## config.mk

```make
export PLATFORM = sky130hd
export DESIGN_NAME = rou_ctrl
export DESIGN_NICKNAME = d
export VERILOG_FILES = /design/src/rtl/core/rou_pkg.sv /design/src/rtl/core/rou_ctrl.sv
export SDC_FILE = /design/constraint.sdc
export NUM_CORES = 1
export LEC_CHECK = 0
export BUFFER_PORTS_ARGS = -buffer_cell sky130_fd_sc_hd__buf_4
export CORE_AREA = 2 2 39 41
export CTS_BUF_LIST = sky130_fd_sc_hd__clkbuf_16
export DETAILED_ROUTE_END_ITERATION = 10
export DIE_AREA = 0 0 41 43
export GPL_TIMING_DRIVEN = 0
export PLACE_DENSITY = 0.5
export SYNTH_ARGS = -nofsm -noshare
export SYNTH_HDL_FRONTEND = slang
export SYNTH_SLANG_ARGS = --single-unit
export TNS_END_PERCENT = 100
```

## constraint.sdc

```tcl
create_clock -name i_clk -period 1.87 [get_ports i_clk]
set_clock_uncertainty 0.1 [all_clocks]
set_input_delay 0.374 -clock i_clk [delete_from_list [all_inputs] [get_ports i_clk]]
set_output_delay 0.374 -clock i_clk [all_outputs]
set_load 0.02 [all_outputs]
```

## src/rtl/core/rou_pkg.sv

```systemverilog
package rou_pkg;

    // Table sizes
    localparam int CAPACITY     = 256;
    localparam int MAX_POSITION = 1023;

    // Port widths of the item fields
    localparam int POSITION_W = 10;
    localparam int KEY_W      = 32;
    localparam int INDEX_W    = 9;
    localparam int VALUE_W    = 10;
    localparam int COUNT_W    = 9;
    localparam int ADDR_W     = 3;

    // Register indexes (byte address bits above the word offset)
    localparam logic REG_ORDER_BY_RANK = 1'b0;

    typedef enum logic [1:0] {
        CMD_LOAD    = 2'd0,
        CMD_OLD2NEW = 2'd1,
        CMD_NEW2OLD = 2'd2,
        CMD_NONE    = 2'd3
    } t_cmd;

    typedef enum logic [3:0] {
        OP_IDLE,
        OP_CLEAR,
        OP_A_START,
        OP_A_READ,
        OP_A_LATCH,
        OP_A_COUNT,
        OP_A_WRITE,
        OP_B_START,
        OP_B_READ,
        OP_B_WRITE,
        OP_FINISH
    } t_op;

    typedef struct packed {
        t_op  op;
        logic accept;
    } t_ctl_cmd;

    typedef struct packed {
        logic clr_last;
        logic a_done;
        logic cnt_last;
        logic out_hold;
        logic last_in;
    } t_dp_stat;

endpackage

```

## src/rtl/core/rou_ctrl.sv

```systemverilog
module rou_ctrl (
    input  logic               i_clk,
    input  logic               i_rst_n,
    input  logic               i_valid,
    input  logic               i_order_by_rank,
    input  rou_pkg::t_dp_stat  i_stat,
    output rou_pkg::t_ctl_cmd  o_cmd,
    output logic               o_stall
);

    typedef enum logic [3:0] {
        S_RST_CLEAR,
        S_IDLE,
        S_CLEAR,
        S_A_START,
        S_A_READ,
        S_A_LATCH,
        S_A_COUNT,
        S_A_WRITE,
        S_B_START,
        S_B_READ,
        S_B_WRITE,
        S_FINISH
    } t_state;

    t_state r_state;
    t_state n_state;
    logic   idle_free;

    assign idle_free = (r_state == S_IDLE) && !i_stat.out_hold;
    assign o_stall   = !idle_free;

    always_comb begin
        o_cmd.accept = idle_free && i_valid;
        o_cmd.op     = rou_pkg::OP_IDLE;
        n_state      = r_state;
        unique case (r_state)
            S_RST_CLEAR: begin
                o_cmd.op = rou_pkg::OP_CLEAR;
                if (i_stat.clr_last) n_state = S_IDLE;
            end
            S_IDLE: begin
                if (o_cmd.accept && i_stat.last_in) n_state = S_CLEAR;
            end
            S_CLEAR: begin
                o_cmd.op = rou_pkg::OP_CLEAR;
                if (i_stat.clr_last) n_state = S_A_START;
            end
            S_A_START: begin
                o_cmd.op = rou_pkg::OP_A_START;
                n_state  = S_A_READ;
            end
            S_A_READ: begin
                if (i_stat.a_done) begin
                    n_state = S_B_START;
                end else begin
                    o_cmd.op = rou_pkg::OP_A_READ;
                    n_state  = S_A_LATCH;
                end
            end
            S_A_LATCH: begin
                o_cmd.op = rou_pkg::OP_A_LATCH;
                n_state  = i_order_by_rank ? S_A_COUNT : S_A_WRITE;
            end
            S_A_COUNT: begin
                o_cmd.op = rou_pkg::OP_A_COUNT;
                if (i_stat.cnt_last) n_state = S_A_WRITE;
            end
            S_A_WRITE: begin
                o_cmd.op = rou_pkg::OP_A_WRITE;
                n_state  = S_A_READ;
            end
            S_B_START: begin
                o_cmd.op = rou_pkg::OP_B_START;
                n_state  = S_B_READ;
            end
            S_B_READ: begin
                if (i_stat.a_done) begin
                    n_state = S_FINISH;
                end else begin
                    o_cmd.op = rou_pkg::OP_B_READ;
                    n_state  = S_B_WRITE;
                end
            end
            S_B_WRITE: begin
                o_cmd.op = rou_pkg::OP_B_WRITE;
                n_state  = S_B_READ;
            end
            S_FINISH: begin
                o_cmd.op = rou_pkg::OP_FINISH;
                n_state  = S_IDLE;
            end
            default: n_state = S_IDLE;
        endcase
    end

    always_ff @(posedge i_clk) begin
        if (!i_rst_n) begin
            r_state <= S_RST_CLEAR;
        end else begin
            r_state <= n_state;
        end
    end

endmodule

```

==> impl_metrics.csv, run 1 <==
group,metric,value,unit
synth,yosysTopAreaCellShare,20.65,%
sta,min_period_over_period,97.20,%
sta,worstMarginPinSlew,234.2,ps
synth,yosysSeqAreaShare,20.65,%
route,vias,432,
sta,min_period,1818,ps
final_layout,largest_reg_flops,4,
final_layout,largestRegisters,"r_state: 4 flops",
synth,async_flop_share,0,%
final_layout,area_delta_synth_final,52.90,%
synth,synth_edf_count,0,
final_layout,fin_cells,87,
setup_path,r2r-start,"r_state[0]$_SDFFE_PN0P_",
setup_path,path_max_fanout,10,
setup_path,cp_cell_sequence,"buf_6 > or4_1 > buf_4",
setup_path,cp.buffers_inverters,2,
synth,yosysMostFrequentCell,"nor2_1",
final_layout,design_area,593.1,µm²
sta,rsz0062_at_grt,"no",
synth,yosysTopAreaCell,"dfxtp_1",
floorplan,core,1384,µm²
setup_path,worst-path-stages,3,
grt,grtUsageTotal,13.44,%
setup_path,rr_worst_depth,5,
grt,antenna_found_initial,0,
sta,final-max-slew-violation-count,0,
floorplan,chipHeight,43,µm
route,wl_per_cell,10.67,µm
floorplan,rows,14,
setup_path,slowest_stage,"or4_1",
cts,cts_max_path_buffers,2,
pwr,ir_drop,0.0004258,V
pwr,p_leak,0.2675,nW
floorplan,die_x,41,µm
final_layout,nets,82,
setup_path,path_class,"flop to primary output",
cts,clock_latency,230,ps
place,placed_cell_area,513.0,µm²
floorplan,initial_core_util,28.03,%
sta,hold_viol,0,
route,drt-pass1-iter-count,6,
synth,syn-num-nets,63,
place,io_buffers,14,
setup_path,path_delay_family,"simple AND/OR/NAND/NOR gates",
setup_path,critPathRequiredTime,1400,ps
setup_path,r2r-end,"r_state[0]$_SDFFE_PN0P_",
place,dp_cells,84,
synth,synth_cell_types,25,
route,drc,0,
setup_path,worstPathArrival,1340,ps
route,drt_wl_total,928,µm
final_layout,utilization,42.86,%
status,status,"complete, no violations",
sta,fin_ws,52.41,ps
cts,clk_pin_slew_worst_paths,30,ps
route,viasPerCell,4.966,
cts,cts_setup_buffers,0,
floorplan,io_pins,15,
synth,synth_area_leaders,"dfxtp_1 (21%), a21oi_1 (9.0%), nor2_1 (8.7%)",
grt,gr-total-overflow,0,
setup_path,start_kind,"flop",
final_layout,largest_register,"r_state",
setup_path,endpoint,"o_stall",
cts,hold_buffers,0,
setup_path,cpPeakStageDelay,520,ps
sta,relSlewSlack,84.24,%
cts,h-tree-depth,1,
setup_path,crit_start,"r_state[3]$_SDFFE_PN0P_",
place,place_ws,257.8,ps
setup_path,rrSetupSlack,710,ps
place,place_congestion,0.7126,
synth,ys_warn_count,0,
synth,syn_avg_cell_area,7.183,µm²
min_path,hp-class,"input port to flop",
grt,grt_pass1_wl,1614,µm
synth,syn_area,387.9,µm²
floorplan,dieArea,1763,µm²
synth,syn-instance-count,54,
cts,clock_sinks,4,
setup_path,cp-end-kind,"primary output",
pwr,p_per_area,834.4,nW/µm²
synth,ys_ff_latch,4,
final_layout,drive_gt1_share,36.62,%
final_layout,antenna_cells,0,
flow_run,maxCapViolCount,0,
cts,cts_buffers,3,
place,dp_hpwl,683,µm
route,drt-initial-drc-count,9,
grt,grt_max_degree,11,
route,ant_nets,0,
grt,grt_pass1_vias,417,
synth,synth_commonest_cells,"nor2_1 (9), a21oi_1 (7), dfxtp_1 (4), nand2_1 (4), o21ai_1 (4)",
sta,setup_violations,0,
sta,max_freq,0.5502,GHz
cts,cts-root-buf,"clkbuf_16",
cts,tritoncts,"done",
min_path,whs_path_depth,3,
synth,ys.flop_type,"dfxtp_1",
sta,setup-tns-final,0,ps
[worst min path at each step]
stage	from	endpoint	slack [ps]
after floorplan	i_rst_n	r_state[1]$_SDFFE_PN0P_	420
after global placement	r_state[0]$_SDFFE_PN0P_	r_state[2]$_SDFFE_PN0P_	530
after detailed placement	r_state[0]$_SDFFE_PN0P_	r_state[2]$_SDFFE_PN0P_	520
after CTS	i_rst_n	r_state[1]$_SDFFE_PN0P_	300
after global routing	i_rst_n	r_state[1]$_SDFFE_PN0P_	360
final	i_rst_n	r_state[1]$_SDFFE_PN0P_	300
[repair_timing]
item                       in CTS  in global routing
resized for setup               0                  2
hold endpoints to repair        0                  0
setup endpoints to repair       0                  2
[worst reg2reg max path: cells and delay by family, from the launching register on]
family | cells | cell delay, ps
AND/OR/NAND/NOR | 2 | 220
AO/OA/AOI/OAI | 2 | 290
buffers and inverters | 1 | 130
flip-flops | 1 | 310
[placed cells by master (no fill, tap or decap)]
master     netlist  routed
buf_8            1       1
o21ai_1          4       4
nand2b_1         3       3
mux2i_1          1       1
clkbuf_16        0       3
o311ai_2         1       1
nand4bb_1        1       1
buf_4            2      15
nor3b_1          1       1
or4_1            1       1
nand3_1          2       2
o31ai_1          1       1
a21oi_1          7       7
nor3_1           1       1
inv_2            1       1
buf_6            1       2
dfxtp_2          0       1
o211ai_1         1       1
nor3_2           1       1
inv_1            2       2
nand2b_2         1       1
nand2_1          4       4
dfxtp_1          4       3
nor2_1           9       9
and3b_1          2       2
a21o_1           1       1
nor4_1           1       1
[kinds of logic (layout without fill, tap and decap cells)]
| kind of cell | after synthesis | after routing | share of synthesized area [%] |
|---|---|---|---|
| AOI/OAI and AO/OA | 15 | 15 | 24.20 |
| and+or+nand+nor | 27 | 27 | 39.03 |
| buffers and inverters | 7 | 24 | 13.55 |
| DFF | 4 | 4 | 20.65 |
| muxes | 1 | 1 | 2.581 |
[where the power goes]
group,internal (mW),switching [mW]
registers,0.0885,0.00154
clock network,0.274,0.0636
logic,0.0351,0.0325
total,0.397,0.0976
[routing by layer]
metal / GRT usage [%] / part of all wire, %
met2: 19.38 / 47
met5: 0 / 0
met3: 3.141 / 5.4
met4: 10.00 / 2.3
met1: 16.35 / 45
[per-stage QoR]
stage / total power, mW / hold WS (ps)
final: 0.4948 / 299.8
after global routing: 0.5117 / 357.2
after CTS: 0.4992 / 299.8
after detailed placement: 0.1577 / 519.8
after global placement: 0.1582 / 528.6
after floorplan: 0.1304 / 419.7
[layout make-up]
cell class              count  area, µm²
inverters                   3      11.26
repair buffers             14      105.1
clock buffers               3      75.07
well taps                  16      20.02
multi-input cells          43      255.2
fillers                   149      790.8
plain buffers               4      45.04
flip-flops and latches      4      81.33
No activity file was read; power rests on OpenSTA's default activity.
==> inputs of run 2 (changes only) <==
--- a/config.mk
+++ b/config.mk
@@ -8,10 +8,12 @@
 export BUFFER_PORTS_ARGS = -buffer_cell sky130_fd_sc_hd__buf_4
 export CORE_AREA = 2 2 39 41
 export CTS_BUF_LIST = sky130_fd_sc_hd__clkbuf_16
+export CTS_CLUSTER_SIZE = 25
 export DETAILED_ROUTE_END_ITERATION = 10
 export DIE_AREA = 0 0 41 43
 export GPL_TIMING_DRIVEN = 0
 export PLACE_DENSITY = 0.5
+export RECOVER_POWER = 100
 export SYNTH_ARGS = -nofsm -noshare
 export SYNTH_HDL_FRONTEND = slang
 export SYNTH_SLANG_ARGS = --single-unit
==> run 2 against run 1 <==
Flip-flop and latch count did not move. First-iteration DRC count fell by 44%. Clock power barely moved. Combinational power fell by 6.5%. Critical path depth did not move. Sequential power barely moved. Non-clock buffer count did not move. Critical path type unchanged. Largest cell class unchanged.
==> impl_metrics.csv, run 2 (synthesis gave the netlist of run 1 again) <==
group,metric,value,unit
route,vias,434,
sta,max_freq,0.5534,GHz
grt,use_met2,19.38,%
status,status,"complete, no violations",
place,io_buffers,14,
min_path,holdCritStartpoint,"i_rst_n",
setup_path,cp.buffers_inverters,2,
setup_path,cp_cell_sequence,"buf_6 > or4_1 > buf_2",
cts,hold_buffers,0,
floorplan,die_x,41,µm
floorplan,initial_core_util,28.03,%
route,drc,0,
cts,clock_sinks,4,
cts,cts-root-buf,"clkbuf_16",
pwr,p_leak,0.2583,nW
grt,grt_pass1_wl,1614,µm
sta,rsz0062_at_grt,"no",
floorplan,core,1384,µm²
route,viasPerCell,4.989,
final_layout,largestRegisters,"r_state: 4 flops",
flow_run,maxCapViolCount,0,
grt,use_met3,3.141,%
final_layout,area_delta_synth_final,47.42,%
setup_path,r2r-start,"r_state[1]$_SDFFE_PN0P_",
cts,clk_pin_slew_worst_paths,30,ps
cts,clock_latency,230,ps
grt,gr-max-usage-layer,"met2",
route,drt-pass1-iter-count,3,
final_layout,final_common_cell,"buf_4",
grt,gr-total-overflow,0,
setup_path,critPathRequiredTime,1400,ps
floorplan,dieArea,1763,µm²
sta,holdWs,293.8,ps
final_layout,final_cell_mix,"buf_4 (10), nor2_1 (9), a21oi_1 (7)",
sta,min_period_over_period,96.62,%
floorplan,chipHeight,43,µm
final_layout,largest_register,"r_state",
final_layout,largest_reg_flops,4,
setup_path,cpPeakStageDelay,510,ps
sta,final-max-slew-violation-count,0,
floorplan,io_pins,15,
floorplan,rows,14,
pwr,ir_drop,0.0004263,V
grt,grt_pass1_vias,417,
place,placed_cell_area,513.0,µm²
setup_path,crit_start,"r_state[3]$_SDFFE_PN0P_",
pwr,p_per_area,858.5,nW/µm²
sta,worstMarginPinSlew,317.0,ps
grt,gr-usage-met1,16.35,%
cts,h-tree-depth,1,
cts,cts_buffers,3,
setup_path,worstPathArrival,1330,ps
place,place_congestion,0.7126,
sta,setup_violations,0,
sta,setup-tns-final,0,ps
grt,antenna_found_initial,0,
setup_path,path_delay_family,"simple AND/OR/NAND/NOR gates",
sta,min_period,1807,ps
grt,grt_max_degree,11,
route,wl_per_cell,10.74,µm
route,drt-initial-drc-count,5,
sta,hold_viol,0,
setup_path,path_max_fanout,10,
grt,grtUsageTotal,13.44,%
final_layout,utilization,41.32,%
final_layout,design_area,571.8,µm²
final_layout,drive_gt1_share,32.39,%
setup_path,slowest_stage,"or4_1",
setup_path,cp-end-kind,"primary output",
min_path,hp-class,"input port to flop",
route,ant_nets,0,
place,dp_hpwl,683,µm
final_layout,antenna_cells,0,
sta,relSlewSlack,78.60,%
final_layout,nets,82,
setup_path,path_class,"flop to primary output",
cts,tritoncts,"done",
pwr,power,0.4909,mW
route,drt_wl_total,934,µm
setup_path,start_kind,"flop",
cts,cts_max_path_buffers,2,
==> run 2: cell types whose count changed in the layout (fill, tap and decap cells not counted), sizes merged <==
cell,before,now
clkbuf,3,7
buf,18,14
==> run 2: final cells by class <==
type | count | area (µm²)
Timing Repair Buffer | 14 | 93.84
Sequential cell | 4 | 81.33
Tap cell | 16 | 20.02
Multi-Input combinational cell | 43 | 245.2
Clock buffer | 3 | 75.07
Inverter | 3 | 11.26
Fill cell | 155 | 812.0
Buffer | 4 | 45.04
==> run 2: through the flow <==
| stage | std cells | worst slack (ps) |
|---|---|---|
| 2_1_floorplan | 54 | 166.2 |
| 3_3_place_gp | 84 | 238.2 |
| 3_5_place_dp | 84 | 257.8 |
| 4_1_cts | 87 | 16.56 |
| 5_1_grt | 87 | 23.25 |
| 6_report | 87 | 63.13 |
==> run 2: power breakdown <==
| group | switching, mW | total, mW | internal [mW] |
|---|---|---|---|
| Combinational | 0.0317 | 0.0632 | 0.0315 |
| Clock | 0.0640 | 0.338 | 0.274 |
| Sequential | 0.00159 | 0.0901 | 0.0885 |
==> run 2: final timing paths <==
| check | end | slack [ps] | depth (start not counted) |
|---|---|---|---|
| hold reg to reg | r_state[2]$_SDFFE_PN0P_ | 500 | 3 |
| setup / recovery | o_stall | 60 | 3 |
| setup reg to reg | r_state[0]$_SDFFE_PN0P_ | 610 | 4 |
| hold / removal | r_state[1]$_SDFFE_PN0P_ | 290 | 3 |
==> run 2: what timing repair did <==
| item | 4_1_cts | 5_1_grt |
|---|---|---|
| resized for setup | 0 | 2 |
| endpoints found under the setup margin | 0 | 2 |
| setup buffers | 0 | 0 |
==> run 2: tightest hold or removal path: stages <==
cell and delay, ps:
buf_4 90, nand3_1 60, o21ai_0 60
==> run 2: per-layer routing <==
layer	wire length (µm)	vias to the layer above
li1	-	228
met5	0	-
met1	428	192
met2	434	11
met4	26	0
met3	45	3
==> inputs of run 3 (changes only) <==
==> constraint.sdc (replaced) <==
create_clock -name i_clk -period 2.29 [get_ports i_clk]
set_clock_uncertainty 0.1 [all_clocks]
set_input_delay 0.458 -clock i_clk [delete_from_list [all_inputs] [get_ports i_clk]]
set_output_delay 0.458 -clock i_clk [all_outputs]
set_load 0.02 [all_outputs]
==> run 3 against run 2 <==
Via count down 0.92%. Count of clock-buffer cells in the layout stayed put. Utilization rose by 0.18 points. Non-clock buffer count stayed put. Register-to-register slack gained 500 ps. Combinational power fell by 17%. Worst setup slack better by 280 ps.
==> impl_metrics.csv, run 3 (synthesis gave the netlist of run 1 again) <==
group,metric,value,unit
status,status,"complete, no violations",
setup_path,path_max_fanout,10,
pwr,clkPwrFrac,68.7,%
setup_path,endpoint,"o_cmd[2]",
cts,cts-root-buf,"clkbuf_16",
pwr,ir_drop,0.0003369,V
final_layout,largest_reg_flops,4,
pwr,p_switching,0.07955,mW
route,drc,0,
floorplan,die_x,41,µm
sta,max_freq,0.5141,GHz
sta,fin_ws,344.7,ps
final_layout,largest_register,"r_state",
setup_path,critPathRequiredTime,1730,ps
sta,rsz0062_at_grt,"no",
grt,grt_pass1_vias,417,
route,viasPerCell,4.943,
grt,gr-total-overflow,0,
setup_path,r2r-start,"r_state[2]$_SDFFE_PN0P_",
pwr,p_comb_share,13.1,%
setup_path,rr_worst_depth,4,
grt,antenna_found_initial,0,
cts,h-tree-depth,1,
cts,hold_buffers,0,
place,place_congestion,0.7126,
setup_path,worstPathArrival,1390,ps
cts,cts_setup_buffers,0,
sta,holdWs,383.6,ps
grt,grt_max_degree,11,
cts,clock_sinks,4,
sta,relSlewSlack,83.07,%
sta,min_period_over_period,84.95,%
sta,worstMarginPinSlew,253.5,ps
floorplan,dieArea,1763,µm²
floorplan,core,1384,µm²
final_layout,drive_gt1_share,29.58,%
final_layout,nets,82,
final_layout,area_delta_synth_final,48.06,%
route,wl_per_cell,10.53,µm
final_layout,final_common_cell,"buf_4",
route,drt_wl_total,916,µm
setup_path,crit_start,"r_state[2]$_SDFFE_PN0P_",
pwr,seqPwrFrac,18.3,%
sta,setup-tns-final,0,ps
final_layout,utilization,41.50,%
route,drt-pass1-iter-count,4,
final_layout,largestRegisters,"r_state: 4 flops",
sta,setup_violations,0,
floorplan,io_pins,15,
grt,grt_pass1_wl,1614,µm
route,ant_nets,0,
cts,clock_latency,230,ps
final_layout,nFillCells,154,
pwr,switching_share,19.83,%
min_path,hp-class,"input port to flop",
setup_path,rrSetupSlack,1110,ps
setup_path,start_kind,"flop",
pwr,intPower,0.3216,mW
flow_run,maxCapViolCount,0,
cts,tritoncts,"done",
floorplan,chipHeight,43,µm
setup_path,path_class,"flop to primary output",
place,dp_hpwl,683,µm
setup_path,cp-end-kind,"primary output",
route,vias,430,
place,io_buffers,14,
final_layout,final_cell_mix,"buf_4 (13), nor2_1 (9), a21oi_1 (7)",
final_layout,antenna_cells,0,
route,drt-initial-drc-count,8,
cts,cts_buffers,3,
floorplan,initial_core_util,28.03,%
min_path,whs_path_depth,3,
cts,post_cts_resized,0,
setup_path,r2r-end,"r_state[0]$_SDFFE_PN0P_",
sta,final-max-slew-violation-count,0,
sta,hold_viol,0,
sta,min_period,1945,ps
pwr,p_leak,0.2541,nW
pwr,p_per_area,698.5,nW/µm²
grt,grtUsageTotal,13.44,%
floorplan,rows,14,
cts,clk_pin_slew_worst_paths,30,ps
place,place_ws,517.4,ps
cts,cts_max_path_buffers,2,
==> run 3: cell types whose count changed in the layout (fill, tap and decap cells not counted), sizes merged <==
cell / change
buf: +1
clkbuf: -1
==> run 3: layer usage <==
layer  GRT usage (%)  part of all wire (%)
met5               0                     0
met4           10.00                   2.3
met3           3.141                   4.9
met2           19.38                    48
met1           16.35                    45
==> run 3: critical path: stages (launching register included) <==
cell and delay [ps]:
dfxtp_1 450, buf_4 220, nand2_1 70, o21ai_0 150, a21o_1 140, buf_4 130
==> run 3: worst min path at each step <==
stage,start,endpoint
finish,i_rst_n,r_state[1]$_SDFFE_PN0P_
global route,i_rst_n,r_state[1]$_SDFFE_PN0P_
CTS,i_rst_n,r_state[1]$_SDFFE_PN0P_
detailed placement,r_state[0]$_SDFFE_PN0P_,r_state[2]$_SDFFE_PN0P_
global placement,r_state[0]$_SDFFE_PN0P_,r_state[2]$_SDFFE_PN0P_
floorplan,r_state[0]$_SDFFE_PN0P_,r_state[2]$_SDFFE_PN0P_
==> run 3: cell type report <==
cell class                      instances  area [µm²]  area share, %
Clock buffer                            3       75.07          13.07
Timing Repair Buffer                   14       93.84          16.34
Sequential cell                         4       80.08          13.94
Inverter                                3       11.26          1.961
Buffer                                  4       41.29          7.190
Multi-Input combinational cell         43       252.7          44.01
Tap cell                               16       20.02          3.486
==> run 3: stage by stage <==
step | instance area [µm²] | instances | total power [mW]
2_1_floorplan | 387.9 | 54 | 0.1065
3_3_place_gp | 513.0 | 84 | 0.1292
3_5_place_dp | 513.0 | 84 | 0.1287
4_1_cts | 588.1 | 87 | 0.4077
5_1_grt | 574.3 | 87 | 0.4146
6_report | 574.3 | 87 | 0.4012
==> run 3: power groups by stage <==
stage | clock network (mW) | registers [mW] | logic, mW
5_1_grt | 0.283 | 0.0736 | 0.0577
3_5_place_dp | 0 | 0.0742 | 0.0545
6_report | 0.276 | 0.0732 | 0.0524
4_1_cts | 0.280 | 0.0732 | 0.0547
2_1_floorplan | 0 | 0.0740 | 0.0325
3_3_place_gp | 0 | 0.0743 | 0.0549
